`src/rtl/core/ste_pkg.sv`:
```
// Shared types, character codes and helpers for the s-expression tokenizer.
// Depends on nothing; the tokenizer and the testbench refer to it by scoped names.
package ste_pkg;

  localparam logic [7:0] CH_OPEN   = 8'h28;
  localparam logic [7:0] CH_CLOSE  = 8'h29;
  localparam logic [7:0] CH_TICK   = 8'h27;
  localparam logic [7:0] CH_DQUOTE = 8'h22;
  localparam logic [7:0] CH_NUL    = 8'h00;

  localparam logic [1:0] KIND_PUNCT  = 2'd0;
  localparam logic [1:0] KIND_STRING = 2'd1;
  localparam logic [1:0] KIND_ATOM   = 2'd2;

  // Result queue geometry.
  localparam int QUEUE_DEPTH = 4;
  localparam int QPTR_W      = $clog2(QUEUE_DEPTH);
  localparam int QCNT_W      = $clog2(QUEUE_DEPTH + 1);

  typedef enum logic [1:0] {
    MODE_IDLE   = 2'd0,
    MODE_STRING = 2'd1,
    MODE_ATOM   = 2'd2
  } mode_t;

  typedef struct packed {
    logic [7:0] token_byte;
    logic       token_first;
    logic       token_last;
    logic [1:0] token_kind;
    logic       run_last;
  } token_t;

  function automatic logic is_blank(input logic [7:0] c);
    return ((c >= 8'd9) && (c <= 8'd13)) || (c == 8'd32);
  endfunction

endpackage

```
`src/rtl/core/ste_if.sv`:
```
// Valid/ready channel interfaces for the tokenizer's text input and token output.
// Depends on nothing; the payload widths are fixed by the field definitions.
interface ste_text_if;
  logic       valid;
  logic       ready;
  logic [7:0] text_byte;
  logic       end_of_text;

  modport source (output valid, output text_byte, output end_of_text, input ready);
  modport sink   (input valid, input text_byte, input end_of_text, output ready);
endinterface

interface ste_token_if;
  logic       valid;
  logic       ready;
  logic [7:0] token_byte;
  logic       token_first;
  logic       token_last;
  logic [1:0] token_kind;
  logic       run_last;

  modport source (output valid, output token_byte, output token_first,
                  output token_last, output token_kind, output run_last, input ready);
  modport sink   (input valid, input token_byte, input token_first,
                  input token_last, input token_kind, input run_last, output ready);
endinterface

```
`src/rtl/core/s_expression_tokenizer.sv`:
```
// S-expression tokenizer: one text byte in per cycle while the queue has room, token bytes out with marks and kind.
// Token bytes are registered in the result queue before they reach the output.
// Throughput: one text byte per cycle; a byte that yields two token bytes needs two output
// transactions, absorbed by a 4-entry queue that holds off the input only while it has three or more.
// Reset (synchronous, active high) returns to scanning between tokens and empties the queue.
// Depends on ste_pkg and the channel interfaces in ste_if.sv.
module s_expression_tokenizer (
  input  logic              clk,
  input  logic              rst,
  ste_text_if.sink          text,
  ste_token_if.source       token
);

  // Scanner state. A string or atom byte is held back one transaction so that
  // the byte after it can decide whether it carries the last mark.
  ste_pkg::mode_t scan_mode, scan_mode_next;
  logic           held_valid, held_valid_next;
  logic [7:0]     held_byte, held_byte_next;
  logic           held_first, held_first_next;

  // Result queue: written with up to two token bytes per input transaction,
  // read one entry per output transaction.
  ste_pkg::token_t                queue [ste_pkg::QUEUE_DEPTH];
  logic [ste_pkg::QPTR_W-1:0]     wr_ptr, rd_ptr;
  logic [ste_pkg::QCNT_W-1:0]     count;

  logic accept, pop;
  logic [7:0] c;
  logic       eot;

  // Per-byte decisions before the end-of-text flush is applied.
  ste_pkg::mode_t mid_mode;
  logic           mid_hv, mid_hf;
  logic [7:0]     mid_hb;
  logic           g_v, g_last;     // give the previously held byte
  logic [1:0]     g_kind;
  logic           p_v, p_first;    // pass the current byte straight through
  logic [1:0]     p_kind;
  logic           e_v;             // flush of the held byte at end of text
  logic [1:0]     e_kind;

  ste_pkg::token_t g_tok, p_tok, e_tok, r0, r1;
  logic [1:0]      num_res;

  assign c      = text.text_byte;
  assign eot    = text.end_of_text;
  // Room for the two results a single byte may cause, regardless of a pop.
  assign text.ready = (count <= ste_pkg::QCNT_W'(ste_pkg::QUEUE_DEPTH - 2));
  assign accept = text.valid && text.ready;
  assign pop    = token.valid && token.ready;

  // Scan decision for the incoming byte.
  always_comb begin
    mid_mode = scan_mode;
    mid_hv   = held_valid;
    mid_hb   = held_byte;
    mid_hf   = held_first;
    g_v      = 1'b0;
    g_last   = 1'b0;
    g_kind   = ste_pkg::KIND_ATOM;
    p_v      = 1'b0;
    p_first  = 1'b0;
    p_kind   = ste_pkg::KIND_PUNCT;
    case (scan_mode)
      ste_pkg::MODE_STRING: begin
        g_v    = held_valid;
        g_kind = ste_pkg::KIND_STRING;
        if (c == ste_pkg::CH_DQUOTE) begin
          // Closing quote: it ends the string itself.
          p_v      = 1'b1;
          p_kind   = ste_pkg::KIND_STRING;
          mid_hv   = 1'b0;
          mid_hf   = 1'b0;
          mid_mode = ste_pkg::MODE_IDLE;
        end else if (c == ste_pkg::CH_NUL) begin
          g_last   = 1'b1;
          mid_hv   = 1'b0;
          mid_hf   = 1'b0;
          mid_mode = ste_pkg::MODE_IDLE;
        end else begin
          mid_hv = 1'b1;
          mid_hb = c;
          mid_hf = 1'b0;
        end
      end
      ste_pkg::MODE_ATOM: begin
        g_v    = held_valid;
        g_kind = ste_pkg::KIND_ATOM;
        if (ste_pkg::is_blank(c) || (c == ste_pkg::CH_NUL)) begin
          g_last   = 1'b1;
          mid_hv   = 1'b0;
          mid_hf   = 1'b0;
          mid_mode = ste_pkg::MODE_IDLE;
        end else if (c == ste_pkg::CH_CLOSE) begin
          // The closing parenthesis ends the atom and follows as its own token.
          g_last   = 1'b1;
          p_v      = 1'b1;
          p_first  = 1'b1;
          p_kind   = ste_pkg::KIND_PUNCT;
          mid_hv   = 1'b0;
          mid_hf   = 1'b0;
          mid_mode = ste_pkg::MODE_IDLE;
        end else begin
          mid_hv = 1'b1;
          mid_hb = c;
          mid_hf = 1'b0;
        end
      end
      default: begin
        // Between tokens; an unused mode code behaves the same way.
        mid_mode = ste_pkg::MODE_IDLE;
        if ((c == ste_pkg::CH_OPEN) || (c == ste_pkg::CH_CLOSE) ||
            (c == ste_pkg::CH_TICK)) begin
          p_v     = 1'b1;
          p_first = 1'b1;
          p_kind  = ste_pkg::KIND_PUNCT;
        end else if (c == ste_pkg::CH_DQUOTE) begin
          mid_hv   = 1'b1;
          mid_hb   = c;
          mid_hf   = 1'b1;
          mid_mode = ste_pkg::MODE_STRING;
        end else if (!ste_pkg::is_blank(c) && (c != ste_pkg::CH_NUL)) begin
          mid_hv   = 1'b1;
          mid_hb   = c;
          mid_hf   = 1'b1;
          mid_mode = ste_pkg::MODE_ATOM;
        end
      end
    endcase
  end

  // Next state: the end-of-text flag flushes whatever is still held and
  // starts the next text between tokens.
  always_comb begin
    scan_mode_next  = mid_mode;
    held_valid_next = mid_hv;
    held_byte_next  = mid_hb;
    held_first_next = mid_hf;
    if (eot) begin
      scan_mode_next  = ste_pkg::MODE_IDLE;
      held_valid_next = 1'b0;
      held_first_next = 1'b0;
    end
  end

  // Result assembly: up to two of the three candidate token bytes, in order
  // held byte, current byte, end-of-text flush.
  always_comb begin
    e_v    = eot && mid_hv;
    e_kind = (mid_mode == ste_pkg::MODE_STRING) ? ste_pkg::KIND_STRING : ste_pkg::KIND_ATOM;

    g_tok = '{token_byte: held_byte, token_first: held_first, token_last: g_last,
              token_kind: g_kind, run_last: 1'b0};
    p_tok = '{token_byte: c, token_first: p_first, token_last: 1'b1,
              token_kind: p_kind, run_last: 1'b0};
    e_tok = '{token_byte: mid_hb, token_first: mid_hf, token_last: 1'b1,
              token_kind: e_kind, run_last: 1'b0};

    num_res = 2'({1'b0, g_v} + {1'b0, p_v} + {1'b0, e_v});

    if (g_v)      r0 = g_tok;
    else if (p_v) r0 = p_tok;
    else          r0 = e_tok;

    if (g_v && p_v) r1 = p_tok;
    else            r1 = e_tok;

    r0.run_last = (num_res == 2'd1);
    r1.run_last = 1'b1;
  end

  always_ff @(posedge clk) begin
    if (rst) begin
      scan_mode  <= ste_pkg::MODE_IDLE;
      held_valid <= 1'b0;
      held_byte  <= 8'd0;
      held_first <= 1'b0;
    end else if (accept) begin
      scan_mode  <= scan_mode_next;
      held_valid <= held_valid_next;
      held_byte  <= held_byte_next;
      held_first <= held_first_next;
    end
  end

  always_ff @(posedge clk) begin
    if (rst) begin
      wr_ptr <= '0;
      rd_ptr <= '0;
      count  <= '0;
    end else begin
      if (accept) begin
        wr_ptr <= wr_ptr + ste_pkg::QPTR_W'(num_res);
      end
      if (pop) begin
        rd_ptr <= rd_ptr + ste_pkg::QPTR_W'(1);
      end
      count <= count + (accept ? ste_pkg::QCNT_W'(num_res) : '0)
                     - ste_pkg::QCNT_W'(pop);
    end
  end

  // Queue payload needs no reset; entries are read only once written.
  always_ff @(posedge clk) begin
    if (accept && (num_res != 2'd0)) begin
      queue[wr_ptr] <= r0;
    end
    if (accept && (num_res == 2'd2)) begin
      queue[wr_ptr + ste_pkg::QPTR_W'(1)] <= r1;
    end
  end

  assign token.valid       = (count != '0);
  assign token.token_byte  = queue[rd_ptr].token_byte;
  assign token.token_first = queue[rd_ptr].token_first;
  assign token.token_last  = queue[rd_ptr].token_last;
  assign token.token_kind  = queue[rd_ptr].token_kind;
  assign token.run_last    = queue[rd_ptr].run_last;

`ifndef ASSERT_OFF
  // A byte is held back exactly while a string or atom is open.
  a_held_matches_mode: assert property (@(posedge clk) disable iff (rst)
    held_valid == (scan_mode != ste_pkg::MODE_IDLE))
    else $error("held byte out of step with scan mode");

  // End of text always leaves the scanner empty and between tokens.
  a_eot_flushes: assert property (@(posedge clk) disable iff (rst)
    (accept && eot) |=> (!held_valid && (scan_mode == ste_pkg::MODE_IDLE)))
    else $error("end of text did not flush the held byte");

  // The queue never overfills.
  a_queue_bound: assert property (@(posedge clk) disable iff (rst)
    count <= ste_pkg::QCNT_W'(ste_pkg::QUEUE_DEPTH))
    else $error("result queue overflow");

  // No byte causes more than two results.
  a_two_results: assert property (@(posedge clk) disable iff (rst)
    accept |-> !(g_v && p_v && e_v))
    else $error("more than two results from one byte");

  // A token byte always carries a defined kind.
  a_kind_range: assert property (@(posedge clk) disable iff (rst)
    token.valid |-> (token.token_kind != 2'd3))
    else $error("undefined token kind");
`endif

endmodule

```
`src/flat_wrapper.sv`:
```
// flat-port wrapper written by rule: the top's interface ports become plain ports
module s_expression_tokenizer_flat 
  (clk, rst, text_valid, text_text_byte, text_end_of_text, text_ready, token_valid, token_token_byte, token_token_first, token_token_last, token_token_kind, token_run_last, token_ready);
  ste_text_if text_i ();
  ste_token_if token_i ();
  input  logic clk;
  input  logic rst;
  input wire logic [$bits(text_i.valid)-1:0] text_valid;
  input wire logic [$bits(text_i.text_byte)-1:0] text_text_byte;
  input wire logic [$bits(text_i.end_of_text)-1:0] text_end_of_text;
  output wire logic [$bits(text_i.ready)-1:0] text_ready;
  output wire logic [$bits(token_i.valid)-1:0] token_valid;
  output wire logic [$bits(token_i.token_byte)-1:0] token_token_byte;
  output wire logic [$bits(token_i.token_first)-1:0] token_token_first;
  output wire logic [$bits(token_i.token_last)-1:0] token_token_last;
  output wire logic [$bits(token_i.token_kind)-1:0] token_token_kind;
  output wire logic [$bits(token_i.run_last)-1:0] token_run_last;
  input wire logic [$bits(token_i.ready)-1:0] token_ready;
  assign text_i.valid = text_valid;
  assign text_i.text_byte = text_text_byte;
  assign text_i.end_of_text = text_end_of_text;
  assign text_ready = text_i.ready;
  assign token_valid = token_i.valid;
  assign token_token_byte = token_i.token_byte;
  assign token_token_first = token_i.token_first;
  assign token_token_last = token_i.token_last;
  assign token_token_kind = token_i.token_kind;
  assign token_run_last = token_i.run_last;
  assign token_i.ready = token_ready;
  s_expression_tokenizer u_core (.clk(clk), .rst(rst), .text(text_i), .token(token_i));
endmodule
```
`config.mk`:
```
export PLATFORM = sky130hd
export DESIGN_NAME = s_expression_tokenizer_flat
export DESIGN_NICKNAME = d
export VERILOG_FILES = /design/src/rtl/core/ste_pkg.sv /design/src/rtl/core/ste_if.sv /design/src/rtl/core/s_expression_tokenizer.sv /design/src/flat_wrapper.sv
export SDC_FILE = /design/constraint.sdc
export NUM_CORES = 1
export LEC_CHECK = 0
export CAP_MARGIN = 20
export CORE_MARGIN = 3
export CORE_UTILIZATION = 64
export CTS_CLUSTER_DIAMETER = 120
export DETAILED_ROUTE_END_ITERATION = 10
export DONT_BUFFER_PORTS = 1
export PLACE_DENSITY_LB_ADDON = 0.05
export SYNTH_ARGS = -nofsm -noshare
export SYNTH_HDL_FRONTEND = slang
export SYNTH_SLANG_ARGS = --single-unit
```
`constraint.sdc`:
```
create_clock -name clk -period 5.1 [get_ports clk]
set_clock_uncertainty 0.15 [all_clocks]
set_input_delay 0.255 -clock clk [delete_from_list [all_inputs] [get_ports clk]]
set_output_delay 0.255 -clock clk [all_outputs]
set_load 0.1 [all_outputs]
```
==> run metrics, run 1 <==
status=complete, no violations; Clock Sinks=73; FP Rows=28; Max Cap Viol=0; critical path arrival=4.32 ns; global-route wire length before repair=16600 µm; DR iter-0 viols=354; library cells used by synthesis=63; initial antenna violation count=0; CTS root buffer=clkbuf_8; Crit. End Element=flop; die area=between 7000 and 8000 µm²; # port buffers=0; Critical Path Source=u_core.scan_mode[0]; Leak=around 0.0015 µW; RD Place Congestion=between 0.9 and 1; Post-Synth XOR/XNOR Area=1.49%; largest net degree at the start of global routing=21; critical setup path kind=flop to flop; Hold Vio Cnt, Final=0; Setup crit start kind=flop; syn nets=424; leading area contributor after synthesis=edfxtp_1; Yosys reg bits=73; Synth Area in Adders=between 2 and 3%; reg2reg start=u_core.scan_mode[0]; CTS buffer count=9; clock slew at reported path FFs=around 0.080 ns; area of the multi-input gates=2040 µm²; Least-Margin Pin Slew=0.937 ns; largest cells by area after synthesis=edfxtp_1 32%, dfxtp_1 14%, mux4_2 7.1%; Async SR Flop Fraction=0%; Final Util=about 73%; Tcrit/Tclk final=83.5%; RR Endpoint=u_core.count[2]; Seq/Total Area, Yosys=46.3%; maximum vdd drop=0.489 mV; r2r setup slk=between 0.8 and 0.9 ns; mux cell area share after synthesis=7.13%; unrepaired setup endpoints after global routing=no; antenna fix cells=0; share of the synthesized area in the top cell type=32.2%; GRT met3 Usage=8.26%; clock buffer depth=2; HP Start=text_text_byte[0]; relative slew slack=37.6%; Reg2Reg Depth=13; final slew viol count=0; commonest non-fill, non-tap cell in the layout=nor2_1; Reg area=between 1500 and 2000 µm²; First-pass DRT Iterations=6; synthesized netlist cell count=between 400 and 500; layout overhead on the synthesized area=8.44%; total number of vias=around 3500; Hold Path Depth=2; # nets final=422; DPL Wire Length=7180 µm; Final Total Pwr=approximately 2200 µW; routing usage on met1=39.5%; Hold/Removal Path Class=primary input to flop; pwr dens=~490 nW/µm²; chip height=86.1 µm; core outline area=6060 µm²; Post-synth EDFFs=44; fmax=235 MHz; CP Max Fanout=12; final setup vio count=0; Tmin final=~4.3 ns; Synth Area in Simple Gates=14.5%; vias in the first global route=about 3200; CTS tree=built; syn_area_per_cell=just over 10 µm²; Post-synth top flop=edfxtp_1; Starting Density=about two thirds; Compound-Gate Fraction of Synth Area=23.6%; Die X=about 86 µm; H-tree levels=3; layout cells sized above 1=14.5%; worst hold path endpoint=u_core.held_byte[0]; DR WL/cell=about 21 µm; busiest grt layer=met2; Post-Syn Area=4110 µm²; M2 GR Usage=45.1%; Yosys warnings=0; Total GRT Usage=29.0%; Crit path required time=5.16 ns; Via density=7.19; most frequent cells in the layout=45 x nor2_1, 44 x edfxtp_1, 42 x o22ai_1; final WL=10200 µm; DRC errors left=0; total gr overflow=0; antenna-violating nets left=0; Fin Setup TNS=0 ns; largest family of logic cells by synthesized area=compound AO/OA/AOI/OAI gates; post-CTS setup buffer count=0; # IOs=28; # resized after CTS=0; hold_ws=0.0435 ns; # fillers=429; Clk Latency, worst-skew pair=0.35 ns
## synth_stat cells, types with 9 or more instances
cell and count:
a32oi_1 9, nor2_1 45, o22ai_1 42, dfxtp_1 29, edfxtp_1 44, clkbuf_1 22, nand3_1 10, nand2_1 20
a21oi_1 26, o21ai_0 12, inv_1 15, mux4_2 13
## worst max-delay path, cell delays in order, from the launching register on
cell	delay [ns]
dfxtp_1	0.37
ha_1	0.41
o21a_1	0.18
a21oi_1	0.05
nand3_1	0.36
o211ai_1	0.21
fa_1	0.51
nor2_1	0.51
inv_1	0.12
ha_1	0.32
fa_1	0.47
xnor2_1	0.21
xnor2_1	0.16
nor2_1	0.06
## worst max-delay path by stage
stage | to | slack (ns) | depth (start not counted)
floorplan | u_core.count[2] | 1.07 | 10
global placement | u_core.count[2] | 1.14 | 14
detailed placement | u_core.count[2] | 0.99 | 14
CTS | u_core.count[2] | 0.93 | 14
global route | u_core.queue[0][3] | 0.55 | 13
finish | u_core.count[2] | 0.84 | 13
## per-layer routing
| layer | wire length (µm) | vias to the layer above |
|---|---|---|
| met1 | 4280 | 1624 |
| met5 | 0 | - |
| li1 | - | 1575 |
| met4 | 172 | 0 |
| met3 | 947 | 24 |
| met2 | 4760 | 233 |
## layout make-up
class	count	share of cell area, %
multi-input cells	286	45.7
clock buffers	11	3.90
clock inverters	5	1.49
well taps	75	2.11
repair buffers	15	2.75
inverters	16	1.35
flip-flops and latches	73	42.7
## state kept, by name, indices dropped and copies added, names as in the netlist, named ones only
name,count
u_core.count,3
u_core.held_byte,8
u_core.held_first,1
u_core.held_valid,1
u_core.queue,52
u_core.rd_ptr,2
u_core.scan_mode,2
u_core.wr_ptr,2
## timing repair
action	4_1_cts	5_1_grt
endpoints found under the hold margin	21	0
hold buffers	4	0
endpoints found under the setup margin	0	0
## stage by stage
stage	setup WS, ns	cells	cell area (µm²)
after detailed placement	0.987	461	4170
after global routing	0.553	481	4450
after CTS	0.926	481	4450
after floorplan	1.07	403	4110
final	0.839	481	4450
after global placement	1.14	461	4170
## cells by family (layout without fill, tap and decap cells)
family,count (synthesis),after routing
AOI/OAI and AO/OA,141,141
xor gates and xnor gates,7,7
adders and majority gates,8,8
buffers and inverters,44,47
DFF,73,73
muxes,13,13
and+or+nand+nor,117,117
## where the power goes
part | total [µW] | switching (µW) | internal [µW]
clock network | 523 | 231 | 291
logic | 876 | 658 | 218
registers | 787 | 80.8 | 706
total | 2190 | 970 | 1210
(Power assumes the default switching activity.)
==> run 2: changes to the inputs <==
--- a/config.mk
+++ b/config.mk
@@ -5,9 +5,10 @@
 export SDC_FILE = /design/constraint.sdc
 export NUM_CORES = 1
 export LEC_CHECK = 0
+export ABC_AREA = 1
 export CAP_MARGIN = 20
 export CORE_MARGIN = 3
-export CORE_UTILIZATION = 64
+export CORE_UTILIZATION = 58
 export CTS_CLUSTER_DIAMETER = 120
 export DETAILED_ROUTE_END_ITERATION = 10
 export DONT_BUFFER_PORTS = 1
==> constraint.sdc (replaced) <==
create_clock -name clk -period 3.5 [get_ports clk]
set_clock_uncertainty 0.15 [all_clocks]
set_input_delay 0.175 -clock clk [delete_from_list [all_inputs] [get_ports clk]]
set_output_delay 0.175 -clock clk [all_outputs]
set_load 0.1 [all_outputs]
==> run metrics, run 2 <==
leading area contributor after synthesis=edfxtp_1; status=complete, no violations; chip height=97.4 µm; Via density=5.83; Tmin final=3.34 ns; total number of vias=4761; slowest stage delay, CP=0.51 ns; Hold/Removal Path Class=primary input to flop; area of the multi-input gates=2630 µm²; Die X=97.4 µm; share of the synthesized area in the top cell type=between 20% and 30%; CTS root buffer=clkbuf_8; largest net degree at the start of global routing=28; Yosys warnings=0; largest cells by area after synthesis=edfxtp_1 27%, nand2_1 17%, dfxtp_1 12%; core outline area=7930 µm²; DR iter-0 viols=340; initial antenna violation count=0; Crit. End Element=flop; final slew viol count=0; critical setup path kind=flop to flop; unrepaired setup endpoints after global routing=yes; synthesized netlist cell count=688; H-tree levels=3; Leak=0.00252 µW; RD Place Congestion=0.961; Largest regs=u_core.queue x52, u_core.held_byte x8, u_core.count x3; Total GRT Usage=between 20 and 30%; post-CTS setup buffer count=0; Max Cap Viol=0; Setup crit start kind=flop; crit path max-delay cell type=fa_1; clock buffer depth=2; Post-synth top flop=edfxtp_1; Least-Margin Pin Slew=0.783 ns; layout cells sized above 1=17.3%; vias in the first global route=4343; crit-path cells=inv_1 -> ha_2 -> inv_1 -> nand3_1 -> o31ai_1 -> inv_1 -> nand2_1 -> fa_1 -> buf_4 -> nor2_2 -> nor2_1 -> nand2_1 -> clkinvlp_4 -> nand3_1 -> nand2_1; # nets final=731; DRC errors left=0; commonest non-fill, non-tap cell in the layout=nand2_1; Post-Syn Area=4850 µm²; Post-synth EDFFs=44; Tcrit/Tclk final=95.3%; clock slew at reported path FFs=0.08 ns; final WL=13400 µm; most frequent cell after synthesis=nand2_1; Async SR Flop Fraction=0%; # IOs=28; fmax=300 MHz; register with the highest flop count=u_core.queue; top post-synthesis cells by count=218 x nand2_1, 81 x nand3_1, 62 x nor2_1; die area=9490 µm²; First-pass DRT Iterations=5; Hold Vio Cnt, Final=0; max reg flops=52; Yosys reg bits=73; syn_area_per_cell=7.05 µm²; maximum vdd drop=0.546 mV; syn nets=roughly 710; hold_ws=0.0342 ns; # port buffers=0; antenna-violating nets left=0; CP Max Fanout=11; Crit path required time=~3.4 ns; CTS buffer count=9; critical path arrival=3.28 ns; layout overhead on the synthesized area=13.8%; net switching power=1720 µW; Starting Density=about 60%; Seq/Total Area, Yosys=between 30% and 40%; library cells used by synthesis=37; FP Rows=32; CTS tree=built; relative slew slack=47.7%; total gr overflow=0; # fillers=676; pwr dens=roughly 660 nW/µm²; combinational power share=47.3%; antenna fix cells=0; Sw Ratio=a little under half; global-route wire length before repair=22000 µm; DPL Wire Length=around 9600 µm; Reg area=roughly 1900 µm²; Flop pwr share=31.7%; most frequent cells in the layout=215 x nand2_1, 81 x nand3_1, 60 x nor2_1; Post-Layout Inst Area=about 5500 µm²; DR WL/cell=16.4 µm; Int Pwr=1920 µW; Post-DP Area=between 5000 and 6000 µm²; Clk Latency, worst-skew pair=0.35 ns; clock share of power=21.0%; final setup vio count=0; Clock Sinks=between 70 and 80
[run 2: cell count changes after synthesis, moves of 10 or more]
cell / previous run / this run
o22ai_1: 42 / 17
buf_2: 4 / 14
nor2_1: 45 / 62
nand3_1: 10 / 81
clkbuf_1: 22 / 12
nand2_2: 0 / 14
inv_1: 15 / 61
o21ai_0: 12 / 44
nand2_1: 20 / 218
mux4_2: 13 / 0
[run 2: final cells by class]
| class | instances | share of cell area [%] |
|---|---|---|
| clock buffers | 12 | 3.22 |
| clock inverters | 4 | 0.998 |
| inverters | 70 | 5.04 |
| multi-input cells | 516 | 47.7 |
| flip-flops and latches | 73 | 34.5 |
| well taps | 102 | 2.31 |
| repair buffers | 38 | 5.99 |
| repair inverters | 2 | 0.272 |
[run 2: logic make-up (layout without fill, tap and decap cells)]
group | count (synthesis) | after routing | synth area share [%]
AO/OA/AOI/OAI | 95 | 95 | 11.2
adder cells (fa/ha/maj) | 8 | 8 | 2.37
flip-flops | 73 | 73 | 39.2
AND/OR/NAND/NOR | 411 | 411 | 38.3
XOR/XNOR | 2 | 2 | 0.361
buffers and inverters | 99 | 126 | 8.49
[run 2: power groups by stage]
stage               Combinational (µW)  Clock, µW  Sequential (µW)
floorplan                         1290          0             1140
detailed placement                1690          0             1170
global placement                  1670          0             1160
CTS                               1700        761             1150
finish                            1720        763             1150
global route                      1850        810             1170
[run 2: worst paths after layout]
path	startpoint	to	slack, ns	cells past startpoint
worst max register to register	u_core.scan_mode[0]	u_core.queue[0][8]	0.16	15
worst min register to register	u_core.queue[2][3]	u_core.queue[2][3]	0.33	2
worst max-delay path	u_core.scan_mode[0]	u_core.queue[0][8]	0.16	15
worst min-delay path	rst	u_core.wr_ptr[0]	0.03	3
[run 2: through the flow]
step	utilization [%]	setup TNS (ns)	total power, µW	std cells	setup slack, ns
after floorplan	-	0	2430	688	0.228
after global placement	65.7	0	2830	796	0.288
after detailed placement	65.7	0	2860	796	0.224
after CTS	69.0	0	3610	815	0.165
after global routing	69.6	-0.465	3820	817	-0.0671
final	69.6	0	3630	817	0.163
[run 2: worst max-delay path: cells and delay by family, from the launching register on]
family / cells / cell delay, ns
fa+ha+maj: 2 / 0.89
buf+inv: 5 / 0.66
compound gates: 1 / 0.08
flops: 1 / 0.39
simple gates: 7 / 0.91
[run 2: timing repair]
item                                   in CTS  in global routing
resized for setup                           0                 12
hold buffers                                3                  0
endpoints found under the hold margin      14                  0
setup endpoints to repair                   0                 46
[run 2: routing by layer]
layer  routed length, µm  track usage [%]  vias up
li1                    -                -     2317
met1                5610             39.7     2195
met2                6380             45.8      217
met3                1070             4.16       32
met4                 374             8.09        0
met5                   0                0        -
